$ cat config.mk
export PLATFORM = sky130hd
export DESIGN_NAME = ect_cell
export DESIGN_NICKNAME = d
export VERILOG_FILES = /design/src/rtl/ect_pkg.sv /design/src/rtl/ect_cell.sv
export SDC_FILE = /design/constraint.sdc
export NUM_CORES = 2
export LEC_CHECK = 0
export ABC_AREA = 1
export BUFFER_PORTS_ARGS = -buffer_cell sky130_fd_sc_hd__buf_2
export CORE_ASPECT_RATIO = 0.75
export CORE_MARGIN = 8
export CORE_UTILIZATION = 30
export CTS_CLUSTER_DIAMETER = 60
export DETAILED_ROUTE_END_ITERATION = 16
export PLACE_DENSITY = 0.43
export SYNTH_ARGS = -nofsm -noshare
export SYNTH_HDL_FRONTEND = slang
export SYNTH_SLANG_ARGS = --single-unit
$ cat constraint.sdc
create_clock -name clk -period 7.44 [get_ports clk]
set_input_delay 0.372 -clock clk [delete_from_list [all_inputs] [get_ports clk]]
set_output_delay 0.372 -clock clk [all_outputs]
set_load 0.01 [all_outputs]
$ cat src/rtl/ect_pkg.sv
// ----------------------------------------------------------------------------
// Ear-clip triangulator package
// Shared payload types, codes and default sizes for the triangulator.
// ----------------------------------------------------------------------------
`timescale 1ns / 1ps

package ect_pkg;

  localparam int MAX_POINTS_DEF  = 32;
  localparam int COORD_BITS_DEF  = 16;
  localparam int PT_W            = 16;
  localparam int OUT_IDX_W       = 5;

  typedef enum logic [1:0] {
    OUT_COMPLETE = 2'd0,
    OUT_FEW      = 2'd1,
    OUT_DEGEN    = 2'd2,
    OUT_OVERFLOW = 2'd3
  } outcome_t;

  typedef struct packed {
    logic signed [PT_W-1:0] point_x;
    logic signed [PT_W-1:0] point_y;
    logic                   final_point;
  } in_item_t;

  typedef struct packed {
    logic [OUT_IDX_W-1:0] first_index;
    logic [OUT_IDX_W-1:0] second_index;
    logic [OUT_IDX_W-1:0] third_index;
    logic                 has_triangle;
    logic                 end_of_run;
    outcome_t             outcome;
  } out_item_t;

  typedef enum logic [2:0] {
    OP_HOLD,
    OP_LOAD,
    OP_ROT_L,
    OP_ROT_R,
    OP_DEL1,
    OP_HEAD
  } cell_op_t;

  typedef enum logic [1:0] {
    EV_NONE,
    EV_E0,
    EV_E1,
    EV_E2
  } eval_t;

  typedef struct packed {
    cell_op_t op;
    eval_t    ev;
    logic     set_head0;
    logic     set_head1;
  } cell_ctrl_t;

endpackage

$ cat src/rtl/ect_cell.sv
// ----------------------------------------------------------------------------
// Ear-clip vertex cell
// Holds one remaining vertex, moves it along the ring and tests it against
// the broadcast triangle edges.
// ----------------------------------------------------------------------------
`timescale 1ns / 1ps

module ect_cell #(
  parameter int MAX_POINTS = ect_pkg::MAX_POINTS_DEF,
  parameter int COORD_BITS = ect_pkg::COORD_BITS_DEF,
  parameter int POS        = 0
) (
  input  logic                                 clk,
  input  ect_pkg::cell_ctrl_t                  ctrl,
  input  logic [$clog2(MAX_POINTS+1)-1:0]      cnt,
  input  logic [$clog2(MAX_POINTS)-1:0]        wr_idx,
  input  logic [$clog2(MAX_POINTS)-1:0]        head_idx,
  input  logic signed [COORD_BITS-1:0]         in_x,
  input  logic signed [COORD_BITS-1:0]         in_y,
  input  logic signed [COORD_BITS-1:0]         ax,
  input  logic signed [COORD_BITS-1:0]         ay,
  input  logic signed [COORD_BITS-1:0]         bx,
  input  logic signed [COORD_BITS-1:0]         by,
  input  logic [$clog2(MAX_POINTS)+2*COORD_BITS:0] left,
  input  logic [$clog2(MAX_POINTS)+2*COORD_BITS:0] right,
  input  logic [$clog2(MAX_POINTS)+2*COORD_BITS:0] first,
  input  logic [$clog2(MAX_POINTS)+2*COORD_BITS:0] last,
  output logic [$clog2(MAX_POINTS)+2*COORD_BITS:0] data,
  output logic                                 enclosed,
  output logic                                 convex
);

  localparam int C     = COORD_BITS;
  localparam int IDX_W = $clog2(MAX_POINTS);
  localparam int CNT_W = $clog2(MAX_POINTS + 1);
  localparam int DW    = 1 + IDX_W + 2 * C;
  localparam int PW    = 2 * C + 2;
  localparam int VW    = 2 * C + 3;

  logic [DW-1:0]         data_next;
  logic [IDX_W-1:0]      idx;
  logic signed [C-1:0]   x;
  logic signed [C-1:0]   y;
  logic signed [C:0]     dx;
  logic signed [C:0]     dy;
  logic signed [C:0]     kx;
  logic signed [C:0]     ky;
  logic signed [PW-1:0]  p1;
  logic signed [PW-1:0]  p2;
  logic signed [VW-1:0]  v;
  logic                  ge0;
  logic                  ge1;
  logic                  ge2;

  assign idx = data[DW-2 -: IDX_W];
  assign x   = $signed(data[2*C-1:C]);
  assign y   = $signed(data[C-1:0]);

  always_comb begin
    data_next = data;
    case (ctrl.op)
      ect_pkg::OP_LOAD: begin
        if (wr_idx == IDX_W'(POS)) begin
          data_next = {1'b0, wr_idx, in_x, in_y};
        end
      end
      ect_pkg::OP_ROT_L: begin
        if (cnt == CNT_W'(POS + 1)) begin
          data_next = first;
        end else begin
          data_next = right;
        end
      end
      ect_pkg::OP_ROT_R: begin
        if (POS == 0) begin
          data_next = last;
        end else begin
          data_next = left;
        end
      end
      ect_pkg::OP_DEL1: begin
        if (POS == 0) begin
          data_next[DW-1] = data[DW-1] | ctrl.set_head0;
        end else begin
          data_next = right;
          data_next[DW-1] = right[DW-1] | ((POS == 1) && ctrl.set_head1);
        end
      end
      ect_pkg::OP_HEAD: begin
        data_next[DW-1] = (idx == head_idx);
      end
      default: begin
        data_next = data;
      end
    endcase
  end

  assign dx = (C+1)'(bx) - (C+1)'(ax);
  assign dy = (C+1)'(by) - (C+1)'(ay);
  assign kx = (C+1)'(x) - (C+1)'(ax);
  assign ky = (C+1)'(y) - (C+1)'(ay);
  assign v  = VW'(p1) - VW'(p2);

  always_ff @(posedge clk) begin
    data <= data_next;
    p1   <= dx * ky;
    p2   <= dy * kx;
    case (ctrl.ev)
      ect_pkg::EV_E0: begin
        ge0    <= !v[VW-1];
        convex <= !v[VW-1] && (v != '0);
      end
      ect_pkg::EV_E1: ge1 <= !v[VW-1];
      ect_pkg::EV_E2: ge2 <= !v[VW-1];
      default: begin
      end
    endcase
  end

  assign enclosed = ge0 && ge1 && ge2;

endmodule

==> impl_results.md <==
- Reg-to-reg slack, setup: roughly 320 ps
- Max Freq: 140 MHz
- Detail Route Antenna Nets: 0
- Global route overflow: 0
- GPL Wtd Cong: 0.914
- Port Buffers: around 270
- Adder-Cell Fraction of Synth Area: 0.483
- Layout Nets: 5,784
- DIE WIDTH: 391 um
- Seq/Total Area, Yosys: 0.0827
- Clock-pin slew on the worst setup and hold paths: 90 ps
- Critical path type: flop to flop
- Detailed Place HPWL: about 100,000 um
- First-pass GRT wire length: 177,000 um
- Leading cell type in the layout, fill and taps excluded: inv_1
- Core area: 0.105 mm^2
- Clock buffer depth: 2
- Post-synthesis cell area: 0.0317 mm^2
- DP Area: 0.0373 mm^2
- WL final: between 100,000 and 150,000 um
- CP Max Fanout: 6
- Initial Util: 0.302
- Area delta synth->final: 19.6%
- Via count: around 27,000
- Post-synthesis compound-gate area fraction: 0.0768
- Clk sink count: 110
- Critical path's slowest cell: fa_2
- WL per Instance: about 19 um
- Vias in the first global route: 28,892
- I/O Pins: roughly 310
- Setup Skew: 30.7 ps
- Rows: 103
- Library cells used by synthesis: 60
- Largest net degree at the start of global routing: 75
- Yosys reg bits: 110
- Multiplexer share of the synthesized area: 0
- Layout cells sized above 1: 0.163
- Total GRT Usage: 0.199
- Hold crit path type: input port to flop
- CTS H-tree lvls: 3
- Max Slew Vio Count: 0
- Final setup vio count: 0
- Yosys Warn Count: 0
- Outcome: complete, no violations
- Final hold viol count: 0
- Period utilization: 0.958
- Syn_nets: 5,219
- Via/cell ratio: 4.50
- Initial drt markers: 1,639
- Worst setup EP type: flop
- Post-Synth Simple-Gate Area: 0.187
- Avg Inst Size Synth: 7.77 um^2
- Period minus WS final: a little over 7000 ps
- Hold buffers post-CTS: 0
- Final instance area: around 0.038 mm^2
- CP required: roughly 7700 ps
- Commonest cells after routing, fill and taps aside: inv_1 (988), nand2_1 (848), fa_1 (594)
- Initial antenna violation count: 6
- Die footprint: 0.116 mm^2
- Die H: 297 um
- MaxCap Viol Count: 0
- CTS buffer count: 9
- Slew HR: 0.261
- Largest family of logic cells by synthesized area: adder cells
- Crit start category: flop
- Gate Count Post-Synth: 4,081
- Slew @ Worst Pin: 1110 ps
- CTS tree: yes
- XOR/XNOR Fraction of Synth Area: 0.0393
- Max incr delay on CP: around 530 ps
- Clock root buffer: clkbuf_16
- Arrival @ worst endpoint: 7430 ps
- Worst skew pair latency: 430 ps
- DR pass1 iterations: 5
- Drt drc: 0
[cell families after synthesis]
kind of cell	after synthesis
fa+ha+maj	866
flops	110
compound gates	401
xor+xnor	129
buf+inv	1087
simple gates	1488
[stage by stage]
step | worst slack (ps) | utilization | hold slack [ps] | TNS (ps) | std cells
after CTS | 14.3 | 0.358 | 230 | 0 | 6065
after floorplan | 572 | - | 565 | 0 | 4081
after detailed placement | -62.9 | 0.355 | 692 | -124 | 6049
after global routing | -31.1 | 0.361 | 249 | -59.4 | 6068
after global placement | -54.8 | 0.355 | 691 | -87.4 | 6049
final | 316 | 0.361 | 259 | 0 | 6071
[synth_stat cells (all sizes together)]
cell / count / area (um^2)
nor2: 449 / 1690
o21bai: 13 / 97.6
a31o: 2 / 17.5
inv: 1004 / 3770
o21ai: 102 / 559
o2111a: 1 / 11.3
nor3: 32 / 170
o31ai: 6 / 45.0
dfxtp: 68 / 1360
xor2: 79 / 759
nand2: 861 / 3270
o2111ai: 4 / 35.0
clkbuf: 44 / 165
xnor2: 50 / 487
clkinv: 5 / 18.8
o21a: 44 / 330
edfxtp: 42 / 1260
or2: 11 / 68.8
a21o: 13 / 97.6
nand3b: 3 / 22.5
a21oi: 152 / 776
nor4: 5 / 31.3
a31oi: 45 / 303
a311oi: 1 / 8.76
nand4: 26 / 163
buf: 34 / 185
o221ai: 1 / 8.76
a221oi: 4 / 35.0
ha: 269 / 3370
a21boi: 5 / 41.3
o211ai: 4 / 35.0
and2: 4 / 25.0
o41ai: 2 / 17.5
and3: 3 / 18.8
a211oi: 2 / 15.0
fa: 597 / 12000
nand3: 94 / 485
[per-layer routing]
| layer | up-vias | track usage | wire length [um] |
|---|---|---|---|
| li1 | 13358 | - | - |
| met1 | 13157 | 0.287 | 56800 |
| met2 | 737 | 0.298 | 47900 |
| met3 | 74 | 0.0491 | 8240 |
| met4 | 6 | 0.0441 | 2580 |
| met5 | - | 0 | 34 |
[final timing paths]
kind,startpoint,endpoint,depth (start not counted)
setup reg to reg,data[0]$_DFFE_PP_,p1[33]$_DFF_P_,32
hold / removal,ctrl[2],ge1$_DFFE_PN_,2
setup / recovery,data[0]$_DFFE_PP_,p1[33]$_DFF_P_,32
hold reg to reg,data[37]$_DFFE_PP_,data[37]$_DFFE_PP_,4
[flip-flops by register name (all words and copies together) (netlist names)]
signal,flops
ge1,1
p1,34
ge2,1
data,38
convex,1
p2,34
ge0,1
[worst max-delay path, delay by kind of cell (launching register included)]
family | cells | cell delay [ps]
DFF | 1 | 380
adders and majority gates | 9 | 3980
and+or+nand+nor | 10 | 1230
buffers and inverters | 7 | 530
xor gates and xnor gates | 1 | 140
AOI/OAI and AO/OA | 5 | 760
[layout make-up]
type                       instances  area, um^2
antenna                            3        7.51
tap                             1417        1770
multi-input combinational       2884       25200
clock inverter                     7        93.8
fill                           11226       67100
timing repair buffer             632        4250
inverter                        1009        3790
clock buffer                       9         225
sequential                       110        2620
[repair_timing]
action | CTS | global route
setup buffers | 0 | 3
endpoints found under the setup margin | 0 | 35
resized for setup | 0 | 56
Power is not shown: default switching activity piles up to over one toggle a cycle in this logic, so the estimate is an artifact.
